[src/hw/rtl/b64dec_pkg.sv]
// ----------------------------------------------------------------------------
// b64dec_pkg
// shared types and constants of the checked base64 decoder
// ----------------------------------------------------------------------------
package b64dec_pkg;

    localparam int unsigned CHAR_W       = 8;
    localparam int unsigned SEXTET_W     = 6;
    localparam int unsigned ACC_W        = 18;
    localparam int unsigned WORD_W       = 24;
    localparam int unsigned MAX_GROUPS_W = 17;
    localparam int unsigned STATUS_W     = 3;

    localparam logic [MAX_GROUPS_W-1:0] MAX_GROUPS_RESET = 17'd87382;

    localparam logic [CHAR_W-1:0] PAD_CHAR = 8'h3D;

    // end-of-message status codes
    localparam logic [STATUS_W-1:0] ST_OK        = 3'd0;
    localparam logic [STATUS_W-1:0] ST_BAD_CHAR  = 3'd1;
    localparam logic [STATUS_W-1:0] ST_PAD_ORDER = 3'd2;
    localparam logic [STATUS_W-1:0] ST_LENGTH    = 3'd3;
    localparam logic [STATUS_W-1:0] ST_TOO_LONG  = 3'd4;

    // place of a character within its group
    localparam logic [1:0] POS_THIRD  = 2'd2;
    localparam logic [1:0] POS_FOURTH = 2'd3;

    typedef struct packed {
        logic                valid;
        logic [SEXTET_W-1:0] value;
    } sextet_t;

    // alphabet lookup, invalid characters (pad included) give value 0
    function automatic sextet_t sextet_of(input logic [CHAR_W-1:0] c);
        sextet_t s;
        s.valid = 1'b1;
        s.value = '0;
        if (c >= 8'h41 && c <= 8'h5A) begin
            s.value = SEXTET_W'(c - 8'h41);
        end else if (c >= 8'h61 && c <= 8'h7A) begin
            s.value = SEXTET_W'(c - 8'h61 + 8'd26);
        end else if (c >= 8'h30 && c <= 8'h39) begin
            s.value = SEXTET_W'(c - 8'h30 + 8'd52);
        end else if (c == 8'h2B) begin
            s.value = 6'd62;
        end else if (c == 8'h2F) begin
            s.value = 6'd63;
        end else begin
            s.valid = 1'b0;
        end
        return s;
    endfunction

endpackage

[src/hw/rtl/base64_decoder_checked_top.sv]
// ----------------------------------------------------------------------------
// base64_decoder_checked_top
// streaming base64 decoder with per-message error status
//
//  channel  | direction | tdata                          | tuser / tlast
//  ---------+-----------+--------------------------------+-----------------------------
//  s_       | in        | [7:0] char_code                | tlast: final_char
//  m_       | out       | [7:0] data_byte, [10:8] status | tuser [0] has_byte,
//           |           | [15:11] zero                   | [1] message_end; tlast: last_of_run
//  cfg_wr_  | in        | [16:0] max_groups              | write on cfg_wr_en
//
// one character is taken per cycle into the input register while s_tready is high; the decode
// step runs between that register and the result bundle register
// a character that makes more than one result holds the result bundle until the last of
// them is sent, and the next character waits in the input register until then, since
// the single result port sends the bytes and the end result one at a time
// synchronous active-low reset clears decoder state and sets max_groups to 87382
// m_tready low stalls the bundle; the input register still fills once
// ----------------------------------------------------------------------------
module base64_decoder_checked_top
    import b64dec_pkg::*;
#(
    parameter int unsigned GROUP_COUNT_BITS = 17
) (
    input  logic                    aclk,
    input  logic                    aresetn,

    input  logic                    cfg_wr_en,
    input  logic [MAX_GROUPS_W-1:0] cfg_wr_data,   // max_groups

    input  logic                    s_tvalid,
    output logic                    s_tready,
    input  logic [7:0]              s_tdata,       // [7:0] char_code
    input  logic                    s_tlast,       // final_char

    output logic                    m_tvalid,
    input  logic                    m_tready,
    output logic [15:0]             m_tdata,       // [7:0] data_byte, [10:8] status, [15:11] 0
    output logic [1:0]              m_tuser,       // [0] has_byte, [1] message_end
    output logic                    m_tlast        // last_of_run
);

    localparam int unsigned CMP_W =
        (GROUP_COUNT_BITS > MAX_GROUPS_W) ? GROUP_COUNT_BITS : MAX_GROUPS_W;

    // configuration
    logic [MAX_GROUPS_W-1:0]     max_groups_reg;

    // input register
    logic                        in_valid_reg;
    logic [CHAR_W-1:0]           in_char_reg;
    logic                        in_last_reg;

    // decoder state
    logic [1:0]                  pos_reg, pos_next;
    logic [ACC_W-1:0]            acc_reg, acc_next;
    logic                        third_pad_reg, third_pad_next;
    logic [GROUP_COUNT_BITS-1:0] gc_reg, gc_next;
    logic [STATUS_W-1:0]         err_reg, err_next;
    logic                        too_long_reg, too_long_next;

    // result bundle: up to three bytes and an end result
    logic                        bnd_valid_reg;
    logic [1:0]                  bnd_idx_reg;
    logic [1:0]                  bnd_last_idx_reg, bnd_last_idx_next;
    logic [1:0]                  bnd_nbytes_reg, bnd_nbytes_next;
    logic [WORD_W-1:0]           bnd_word_reg, bnd_word_next;
    logic [STATUS_W-1:0]         bnd_status_reg, bnd_status_next;
    logic                        bnd_has_next;

    logic                        m_xfer;
    logic                        bnd_done;
    logic                        load;

    sextet_t                     sx;
    logic                        is_pad;
    logic [SEXTET_W-1:0]         sx_val;
    logic [WORD_W-1:0]           word;
    logic [2:0]                  n_res;
    logic                        emit;
    logic [7:0]                  out_byte;
    logic                        out_is_byte;

    // ---------------------------------------------------------------- handshake
    assign m_xfer   = m_tvalid && m_tready;
    assign bnd_done = m_xfer && (bnd_idx_reg == bnd_last_idx_reg);
    // the bundle takes a decoded character when empty or on its last transfer
    assign load     = in_valid_reg && (!bnd_valid_reg || bnd_done);
    assign s_tready = !in_valid_reg || load;

    // ---------------------------------------------------------------- config
    always_ff @(posedge aclk) begin
        if (!aresetn) begin
            max_groups_reg <= MAX_GROUPS_RESET;
        end else if (cfg_wr_en) begin
            max_groups_reg <= cfg_wr_data;
        end
    end

    // ---------------------------------------------------------------- input register
    always_ff @(posedge aclk) begin
        if (!aresetn) begin
            in_valid_reg <= 1'b0;
        end else if (s_tready) begin
            in_valid_reg <= s_tvalid;
        end
    end

    // payload, no reset
    always_ff @(posedge aclk) begin
        if (s_tvalid && s_tready) begin
            in_char_reg <= s_tdata[CHAR_W-1:0];
            in_last_reg <= s_tlast;
        end
    end

    // ---------------------------------------------------------------- decode step
    always_comb begin
        sx              = sextet_of(in_char_reg);
        is_pad          = (in_char_reg == PAD_CHAR);
        sx_val          = sx.value;

        pos_next        = pos_reg;
        acc_next        = acc_reg;
        third_pad_next  = third_pad_reg;
        gc_next         = gc_reg;
        err_next        = err_reg;
        too_long_next   = too_long_reg;
        word            = {acc_reg, sx_val};
        emit            = 1'b0;
        bnd_nbytes_next = 2'd0;
        bnd_has_next    = 1'b0;
        bnd_status_next = ST_OK;

        if (pos_reg < POS_THIRD) begin
            // first and second place: no padding allowed here
            if (err_reg == ST_OK) begin
                if (is_pad) begin
                    err_next = ST_PAD_ORDER;
                end else if (!sx.valid) begin
                    err_next = ST_BAD_CHAR;
                end
            end
            acc_next = {acc_reg[ACC_W-SEXTET_W-1:0], sx_val};
            pos_next = pos_reg + 2'd1;
        end else if (pos_reg == POS_THIRD) begin
            third_pad_next = is_pad;
            if (err_reg == ST_OK && !is_pad && !sx.valid) begin
                err_next = ST_BAD_CHAR;
            end
            acc_next = {acc_reg[ACC_W-SEXTET_W-1:0], sx_val};
            pos_next = POS_FOURTH;
        end else begin
            // fourth place closes the group
            if (err_reg == ST_OK) begin
                if (!is_pad && !sx.valid) begin
                    err_next = ST_BAD_CHAR;
                end else if (third_pad_reg && !is_pad) begin
                    err_next = ST_PAD_ORDER;
                end
            end
            if (CMP_W'(gc_reg) >= CMP_W'(max_groups_reg)) begin
                too_long_next = 1'b1;
            end
            if (gc_reg != {GROUP_COUNT_BITS{1'b1}}) begin
                gc_next = gc_reg + GROUP_COUNT_BITS'(1);
            end
            emit = (err_next == ST_OK) && !too_long_next;
            if (emit) begin
                bnd_nbytes_next = 2'd1 + {1'b0, !third_pad_reg} + {1'b0, !is_pad};
            end
            pos_next       = 2'd0;
            acc_next       = '0;
            third_pad_next = 1'b0;
        end

        if (in_last_reg) begin
            bnd_has_next = 1'b1;
            if (pos_next != 2'd0) begin
                bnd_status_next = ST_LENGTH;
            end else if (too_long_next) begin
                bnd_status_next = ST_TOO_LONG;
            end else begin
                bnd_status_next = err_next;
            end
            // message done, back to the reset state
            pos_next       = 2'd0;
            acc_next       = '0;
            third_pad_next = 1'b0;
            gc_next        = '0;
            err_next       = ST_OK;
            too_long_next  = 1'b0;
        end

        bnd_word_next     = word;
        n_res             = {1'b0, bnd_nbytes_next} + {2'b00, bnd_has_next};
        bnd_last_idx_next = 2'(n_res - 3'd1);
    end

    always_ff @(posedge aclk) begin
        if (!aresetn) begin
            pos_reg       <= 2'd0;
            acc_reg       <= '0;
            third_pad_reg <= 1'b0;
            gc_reg        <= '0;
            err_reg       <= ST_OK;
            too_long_reg  <= 1'b0;
        end else if (load) begin
            pos_reg       <= pos_next;
            acc_reg       <= acc_next;
            third_pad_reg <= third_pad_next;
            gc_reg        <= gc_next;
            err_reg       <= err_next;
            too_long_reg  <= too_long_next;
        end
    end

    // ---------------------------------------------------------------- result bundle
    always_ff @(posedge aclk) begin
        if (!aresetn) begin
            bnd_valid_reg <= 1'b0;
            bnd_idx_reg   <= 2'd0;
        end else if (load) begin
            bnd_valid_reg <= (n_res != 3'd0);
            bnd_idx_reg   <= 2'd0;
        end else if (bnd_done) begin
            bnd_valid_reg <= 1'b0;
        end else if (m_xfer) begin
            bnd_idx_reg   <= bnd_idx_reg + 2'd1;
        end
    end

    // payload, no reset
    always_ff @(posedge aclk) begin
        if (load) begin
            bnd_last_idx_reg <= bnd_last_idx_next;
            bnd_nbytes_reg   <= bnd_nbytes_next;
            bnd_word_reg     <= bnd_word_next;
            bnd_status_reg   <= bnd_status_next;
        end
    end

    // ---------------------------------------------------------------- output
    // bytes come first, most significant first; the end result follows them
    assign out_is_byte = (bnd_idx_reg < bnd_nbytes_reg);

    always_comb begin
        case (bnd_idx_reg)
            2'd0:    out_byte = bnd_word_reg[23:16];
            2'd1:    out_byte = bnd_word_reg[15:8];
            2'd2:    out_byte = bnd_word_reg[7:0];
            default: out_byte = 8'd0;
        endcase
    end

    assign m_tvalid = bnd_valid_reg;
    assign m_tdata  = {5'd0,
                       out_is_byte ? ST_OK : bnd_status_reg,
                       out_is_byte ? out_byte : 8'd0};
    assign m_tuser  = {!out_is_byte, out_is_byte};
    assign m_tlast  = (bnd_idx_reg == bnd_last_idx_reg);

    // ---------------------------------------------------------------- checks
    // every result is either a byte or the end result
    a_one_kind: assert property (@(posedge aclk) disable iff (!aresetn)
        m_tvalid |-> $onehot(m_tuser))
        else $error("result is neither a single byte nor a single end");

    // the end result always closes the run of its character
    a_end_last: assert property (@(posedge aclk) disable iff (!aresetn)
        (m_tvalid && m_tuser[1]) |-> m_tlast)
        else $error("end result not last of run");

    // a byte result carries no status
    a_byte_ok: assert property (@(posedge aclk) disable iff (!aresetn)
        (m_tvalid && m_tuser[0]) |-> (m_tdata[10:8] == ST_OK))
        else $error("byte result with nonzero status");

    // output index never passes the bundle's last result
    a_idx_bound: assert property (@(posedge aclk) disable iff (!aresetn)
        bnd_valid_reg |-> (bnd_idx_reg <= bnd_last_idx_reg))
        else $error("bundle index beyond last result");

    // the final character leaves the message state cleared
    a_msg_clear: assert property (@(posedge aclk) disable iff (!aresetn)
        (load && in_last_reg) |=> (pos_reg == 2'd0 && gc_reg == '0 &&
                                   err_reg == ST_OK && !too_long_reg))
        else $error("message state not cleared after final character");

endmodule
[config.mk]
export PLATFORM = sky130hd
export DESIGN_NAME = base64_decoder_checked_top
export DESIGN_NICKNAME = d
export VERILOG_FILES = /design/src/hw/rtl/b64dec_pkg.sv /design/src/hw/rtl/base64_decoder_checked_top.sv
export SDC_FILE = /design/constraint.sdc
export NUM_CORES = 1
export LEC_CHECK = 0
export ABC_AREA = 1
export BUFFER_PORTS_ARGS = -buffer_cell sky130_fd_sc_hd__buf_4
export CORE_MARGIN = 2
export CORE_UTILIZATION = 35
export DETAILED_ROUTE_END_ITERATION = 16
export HOLD_SLACK_MARGIN = 0.06
export PLACE_DENSITY = 0.59
export SYNTH_ARGS = -nofsm -noshare
export SYNTH_HDL_FRONTEND = slang
export SYNTH_SLANG_ARGS = --single-unit
[constraint.sdc]
create_clock -name aclk -period 8.55 [get_ports aclk]
set_clock_uncertainty 0.15 [all_clocks]
set_input_delay 0 -clock aclk [delete_from_list [all_inputs] [get_ports aclk]]
set_output_delay 0 -clock aclk [all_outputs]
set_load 0.1 [all_outputs]
==> results of run 1 <==
[through the flow]
step            util  hold WS (ns)  power (mW)
2_1_floorplan      -       -0.0511       0.663
3_3_place_gp   0.392        0.0307       0.697
3_5_place_dp   0.392        0.0311       0.700
4_1_cts        0.450         0.106        1.17
5_1_grt        0.450         0.203        1.21
6_report       0.450         0.158        1.16
[worst min-delay path: stages]
cell and delay [ns]:
sky130_fd_sc_hd__buf_4 0.19, sky130_fd_sc_hd__inv_1 0.24, sky130_fd_sc_hd__a21oi_1 0.18
[metal layers]
layer  part of all wire  global-route usage  routed length [um]  vias up
met5                  0                   0                   0        -
met4              0.012              0.0473                 150        0
met3              0.033              0.0318                 411       13
met2               0.50               0.276                6240       86
met1               0.45               0.187                5570     2119
li1                   -                   -                   -     2355
[power by group]
group / internal [mW] / switching, mW / leakage [nW]
Sequential: 0.530 / 0.0125 / 0.899
Clock: 0.260 / 0.189 / 0.154
Combinational: 0.0586 / 0.110 / 1.91
[synth_stat cells (2+ instances only)]
master	n	area, um2
sky130_fd_sc_hd__inv_2	4	15.0
sky130_fd_sc_hd__xnor2_1	4	35.0
sky130_fd_sc_hd__ha_1	42	526
sky130_fd_sc_hd__buf_2	4	20.0
sky130_fd_sc_hd__inv_1	89	334
sky130_fd_sc_hd__nand2_4	2	22.5
sky130_fd_sc_hd__xor2_1	17	149
sky130_fd_sc_hd__nand2_2	12	75.1
sky130_fd_sc_hd__clkbuf_1	9	33.8
sky130_fd_sc_hd__a31oi_1	11	68.8
sky130_fd_sc_hd__o21ai_1	2	10.0
sky130_fd_sc_hd__edfxtp_1	40	1200
sky130_fd_sc_hd__buf_4	8	60.1
sky130_fd_sc_hd__nor2_1	61	229
sky130_fd_sc_hd__buf_1	3	11.3
sky130_fd_sc_hd__or2_2	2	12.5
sky130_fd_sc_hd__o21ai_0	49	245
sky130_fd_sc_hd__a21oi_2	8	70.1
sky130_fd_sc_hd__nand2_1	131	492
sky130_fd_sc_hd__nor3_1	9	45.0
sky130_fd_sc_hd__dfxtp_1	63	1260
sky130_fd_sc_hd__nand3_1	28	140
sky130_fd_sc_hd__a21oi_1	40	200
sky130_fd_sc_hd__o21a_1	2	15.0
sky130_fd_sc_hd__nor2_4	2	22.5
sky130_fd_sc_hd__nand4_1	6	37.5
sky130_fd_sc_hd__o22ai_1	9	56.3
[logic make-up (layout without fill, tap and decap cells)]
group / count (synthesis) / in the layout
compound gates: 125 / 125
xor+xnor: 21 / 21
fa+ha+maj: 42 / 42
buf+inv: 120 / 213
flops: 103 / 103
other cells: 1 / 5
simple gates: 257 / 257
[path summary, 6_finish.rpt]
path / end / slack (ns) / cells past startpoint
min reg2reg: bnd_word_reg[10] / 0.27 / 0
max: m_tvalid / 5.25 / 19
min: max_groups_reg[7] / 0.16 / 3
max reg2reg: m_tvalid / 5.25 / 19
[final cells by class]
| class | instances | area share |
|---|---|---|
| clock inverter | 7 | 0.0151 |
| inverter | 94 | 0.0521 |
| tap | 211 | 0.0385 |
| multi-input combinational | 450 | 0.370 |
| clock buffer | 9 | 0.0328 |
| timing repair buffer | 103 | 0.133 |
| sequential | 103 | 0.359 |
==> flow_metrics.py, run 1 <==
metrics = {
    "outcome": {
        "status": "finished, final reports clean",
    },
    "setup_path": {
        "crit_required_ns": 8.63,
        "crit_path_max_incr_delay_ns": 0.52,
        "critPathLaunch": "in_char_reg[2]",
        "delay_heaviest_family_cp": "simple AND/OR/NAND/NOR gates",
        "worstSetupEndpointType": "register",
        "timing.setup.critical_path_class": "register to register",
        "critical_path_buf_inv_count": 3,
        "worstReg2RegStart": "in_char_reg[2]",
        "path_common_cell": "sky130_fd_sc_hd__nand2_1",
        "worstPathArrival_ns": 3.37,
        "cpMaxStageDelayCell": "sky130_fd_sc_hd__edfxtp_1",
        "path_max_fanout": 9,
        "crit_path_cell_trace": "inv_1 -> ha_1 -> nand2_1 -> nand2_1 -> nand2_1 -> nand2_2 -> nand2_1 -> nor2_1 -> nand3_2 -> nand2_1 -> nand4_1 -> nor3_1 -> ha_1 -> ha_1 -> inv_1 -> ha_1 -> inv_1 -> o21ai_0 -> a21oi_1",
        "critPathLaunchType": "register",
    },
    "routing": {
        "detail_route.wirelength_um": 12400,
        "detail_route.wl_per_cell_um": 12.7,
        "drt-vias-per-instance": 4.68,
        "number_of_detailed_route_iterations_in_the_first_pass": 5,
        "drt-initial-drc-count": 207,
        "num_vias": 4573,
        "drcViolationCount": 0,
        "drtAntennaViolNets": 0,
    },
    "power": {
        "peakVddDrop_v": 0.000105,
        "p_leak_nw": 2.97,
        "power_per_unit_of_standard_cell_area_nw_per_um2": 169,
    },
    "cts": {
        "clk_latency_ns": 0.35,
        "cts-root-to-sink-buffers": 2,
        "clock_tree_from_tritoncts": "built",
        "cts_repair_resize_count": 0,
        "cts_setup_buffers": 0,
        "cts.sinks": 103,
        "cts.hold.buffers_added": 55,
        "cts_buffers": 9,
        "ctsRootBufferMaster": "sky130_fd_sc_hd__clkbuf_16",
        "path_clk_slew_ns": 0.08,
        "htreeDepth": 3,
    },
    "cells_and_area": {
        "postLayoutCellArea_um2": 6870,
        "final_cell_mix": "sky130_fd_sc_hd__nand2_1, sky130_fd_sc_hd__inv_1, sky130_fd_sc_hd__dfxtp_1",
        "number_of_nets_in_the_layout": 834,
        "final_cells": 977,
        "total_area_of_multi_input_combinational_cells_um2": 2540,
        "antennaDiodeCount": 0,
        "layout.filler_cells": 1457,
        "area_delta_synth_final_pct": 24.8,
        "layout.area.seq_um2": 2460,
        "number_of_flip_flops_under_the_largest_register_name": 24,
        "layout.cells.most_common": "sky130_fd_sc_hd__nand2_1",
        "final_layout_size_suffix_gt1_frac": 0.128,
    },
    "yosys": {
        "synthAdderAreaFrac": 0.0955,
        "synth_seq_area_share": 0.447,
        "muxShareOfSynthArea": 0,
        "number_of_enable_type_register_cells_in_the_synthesized_netlist": 40,
        "synth-compound-area-share": 0.128,
        "synthFlopType": "sky130_fd_sc_hd__dfxtp_1",
        "post_synth_inst_count": 669,
        "postSynthRegisterBits": 103,
        "syn_area_per_cell_um2": 8.23,
        "synthesized_area_fraction_occupied_by_and_or_nand_nor_cells": 0.201,
        "ys_async_sr_fraction": 0,
        "synth.yosys.warnings": 0,
        "post_synth_instance_area_um2": 5500,
        "count_of_cell_types_in_the_netlist": 39,
        "combinational_family_with_the_most_area_after_synthesis": "simple AND/OR/NAND/NOR gates",
        "post_synth_xor_area_fraction": 0.0334,
    },
    "timing": {
        "slew_violations": 0,
        "worst-slew-pin-transition_ns": 0.567,
        "total_of_endpoints_with_negative_setup_slack_in_the_final_report": 0,
        "layout_min_cycle_time_ns": 3.30,
        "rsz0062_at_grt": "no",
        "timing.fmax_ghz": 0.303,
        "layout_worst_path_cycle_share": 0.386,
        "final_hold_viol_count": 0,
        "finalSetupTns_ns": 0,
        "slew_headroom": 0.622,
        "worst_slack_ns": 5.25,
    },
    "global_route": {
        "grt_antenna_before_repair": 0,
        "grt_start_max_net_pins": 33,
        "grt-ovfl-total": 0,
        "grt_pass1_wl_um": 20700,
        "grt_use_total": 0.155,
        "first_global_vias": 4420,
    },
    "hold_path": {
        "type_of_the_tightest_min_delay_check": "input pin to register",
        "worst_hold_startpoint": "cfg_wr_en",
    },
    "die": {
        "placement_rows": 45,
        "die_width_um": 129,
        "die_height_um": 129,
        "die_area_um2": 16700,
        "io-pin-count": 52,
        "core_um2": 15300,
        "start_util": 0.361,
    },
    "placement": {
        "dp.cells": 906,
        "port_buffers": 46,
        "detailed_place.area_um2": 5990,
        "dpl_worst_slack_ns": 5.33,
        "place_congestion": 0.857,
        "dp_hpwl_um": 8840,
    },
    "flow_run": {
        "drv.max_cap_violation_count": 0,
    },
}
Note: power is estimated with default switching activity, not from simulation.
==> run 2: changes to the inputs <==
- PLACE_DENSITY: 0.59 -> 0.61
- clock period: 8.55 -> 3 ns (I/O delays scaled with it)
==> run 2 against run 1 <==
Effect of this change:
- combinational power increased to 3.1 times the previous value
- clock-buffer cell count increased by 1
- largest power group unchanged
- clock power increased to 2.7 times the previous value
- utilization increased by 2.0 points
- die area unchanged
- hold slack improved by 0.0062 ns
- non-clock buffer count increased by 32
- highest routed layer unchanged
==> flow_metrics.py, run 2 (same netlist as run 1, synthesis figures left out) <==
metrics = {
    "routing": {
        "num_vias": 4593,
        "drcViolationCount": 0,
        "drt-vias-per-instance": 4.55,
        "number_of_detailed_route_iterations_in_the_first_pass": 5,
        "drt-initial-drc-count": 315,
        "detail_route.wirelength_um": 12600,
        "detail_route.wl_per_cell_um": 12.4,
        "drtAntennaViolNets": 0,
    },
    "global_route": {
        "grt_pass1_wl_um": 20800,
        "grt-ovfl-total": 0,
        "first_global_vias": 4240,
        "grt_use_total": 0.156,
        "grt_antenna_before_repair": 0,
        "grt_start_max_net_pins": 32,
    },
    "setup_path": {
        "path_common_cell": "sky130_fd_sc_hd__ha_1",
        "setup_slack_of_the_worst_register_to_register_path_ns": 0.19,
        "crit_required_ns": 3.08,
        "worstSetupEndpointType": "register",
        "critPathLaunchType": "register",
        "path_max_fanout": 6,
        "reg2reg_depth": 16,
        "cpMaxStageDelayCell": "sky130_fd_sc_hd__edfxtp_1",
        "timing.setup.critical_path_class": "register to register",
        "crit_path_max_incr_delay_ns": 0.48,
        "crit_path_cell_trace": "ha_1 -> nand2_1 -> nand2_1 -> o21a_1 -> nand2_2 -> nand3_4 -> nand2_2 -> nand4_1 -> nor3_2 -> ha_2 -> ha_1 -> inv_1 -> ha_1 -> inv_1 -> o21ai_1 -> a21oi_1",
        "worstPathArrival_ns": 2.89,
        "reg2reg_to": "m_tvalid",
        "worstReg2RegStart": "in_char_reg[0]",
    },
    "placement": {
        "port_buffers": 46,
        "place_congestion": 0.913,
        "dp_hpwl_um": 8850,
    },
    "timing": {
        "timing.fmax_ghz": 0.356,
        "layout_worst_path_cycle_share": 0.938,
        "timing.hold.ws_ns": 0.164,
        "finalSetupTns_ns": 0,
        "final_hold_viol_count": 0,
        "total_of_endpoints_with_negative_setup_slack_in_the_final_report": 0,
        "layout_min_cycle_time_ns": 2.81,
        "slew_violations": 0,
    },
    "cells_and_area": {
        "number_of_flip_flops_under_the_largest_register_name": 24,
        "layout.filler_cells": 1416,
        "antennaDiodeCount": 0,
        "layout.area.seq_um2": 2460,
        "number_of_nets_in_the_layout": 866,
        "total_area_of_multi_input_combinational_cells_um2": 2610,
        "area_delta_synth_final_pct": 30.3,
        "final_cell_mix": "sky130_fd_sc_hd__nand2_1, sky130_fd_sc_hd__inv_1, sky130_fd_sc_hd__buf_4",
        "final_layout_size_suffix_gt1_frac": 0.185,
        "layout.cells.most_common": "sky130_fd_sc_hd__nand2_1",
    },
    "cts": {
        "path_clk_slew_ns": 0.08,
        "clock_tree_from_tritoncts": "built",
        "cts.sinks": 103,
        "cts_buffers": 9,
        "ctsRootBufferMaster": "sky130_fd_sc_hd__clkbuf_16",
        "clk_latency_ns": 0.35,
        "htreeDepth": 3,
        "cts-root-to-sink-buffers": 2,
    },
    "power": {
        "p_leak_nw": 3.13,
        "p_total_mw": 3.28,
        "power_per_unit_of_standard_cell_area_nw_per_um2": 458,
        "peakVddDrop_v": 0.000387,
    },
    "die": {
        "core_um2": 15300,
        "io-pin-count": 52,
        "die_width_um": 129,
        "start_util": 0.361,
        "die_height_um": 129,
        "placement_rows": 45,
        "die_area_um2": 16700,
    },
    "outcome": {
        "status": "finished, final reports clean",
    },
    "flow_run": {
        "drv.max_cap_violation_count": 0,
    },
    "hold_path": {
        "min_path_cells": 3,
        "timing.hold.worst_endpoint": "max_groups_reg[3]",
        "type_of_the_tightest_min_delay_check": "input pin to register",
        "worst_hold_startpoint": "cfg_wr_en",
    },
}
[run 2: cell types whose count changed in the layout (fill, tap and decap cells not counted), moves of 2 or more]
cell,delta
sky130_fd_sc_hd__clkinv_8,+2
sky130_fd_sc_hd__buf_4,+31
sky130_fd_sc_hd__ha_1,-5
sky130_fd_sc_hd__ha_2,+3
sky130_fd_sc_hd__o21ai_0,-2
sky130_fd_sc_hd__nand2_2,+4
sky130_fd_sc_hd__clkinvlp_4,-2
sky130_fd_sc_hd__inv_1,-4
sky130_fd_sc_hd__nand2_1,-4
sky130_fd_sc_hd__ha_4,+2
sky130_fd_sc_hd__nor2_1,-2
sky130_fd_sc_hd__inv_2,+4
sky130_fd_sc_hd__bufinv_16,-2
[run 2: power by group]
part | total (mW) | switching (mW) | internal, mW
combinational | 0.519 | 0.329 | 0.190
sequential | 1.54 | 0.0279 | 1.51
clock | 1.23 | 0.587 | 0.641
[run 2: layer usage]
metal  up-vias  routed length [um]  global-route usage
li1       2418                   -                   -
met1      2070                5960               0.209
met2        89                5920               0.255
met3        16                 455              0.0306
met4         0                 221              0.0512
met5         -                   0                   0
[run 2: repair_timing]
action / in CTS / in global routing
endpoints found under the hold margin: 39 / 0
buffers inserted: 0 / 9
endpoints found under the setup margin: 0 / 2
hold buffers: 55 / 0
gates resized for setup: 0 / 25
[run 2: cell type report]
cell class,instances,share of cell area
Clock buffer,10,0.0349
Tap cell,211,0.0368
Multi-Input combinational cell,450,0.365
Inverter,94,0.0499
Timing Repair Buffer,135,0.161
Sequential cell,103,0.343
Clock inverter,6,0.00942
[run 2: metrics by stage]
stage / std cells / area [um2] / utilization / worst slack [ns]
5_1_grt: 1009 / 7170 / 0.470 / -0.00732
2_1_floorplan: 673 / 5520 / - / -0.318
6_report: 1009 / 7170 / 0.470 / 0.187
3_3_place_gp: 929 / 6160 / 0.404 / 0.165
4_1_cts: 1000 / 7030 / 0.461 / 0.0519
3_5_place_dp: 929 / 6160 / 0.404 / 0.0719
[run 2: critical path: cells and delay by family, from the launching register on]
kind	cells	cell delay (ns)
flip-flops	1	0.48
AND/OR/NAND/NOR	7	0.74
adder cells (fa/ha/maj)	4	0.82
buffers and inverters	2	0.09
AO/OA/AOI/OAI	3	0.39
[run 2: worst max path at each step]
| stage | endpoint | startpoint | depth (start not counted) |
|---|---|---|---|
| 2_1_floorplan | m_tdata[0] | bnd_idx_reg[1] | 6 |
| 3_3_place_gp | m_tvalid | in_char_reg[0] | 19 |
| 3_5_place_dp | m_tvalid | in_char_reg[0] | 19 |
| 4_1_cts | m_tvalid | in_char_reg[0] | 19 |
| 5_1_grt | m_tvalid | in_char_reg[0] | 20 |
| 6_report | m_tvalid | in_char_reg[0] | 16 |
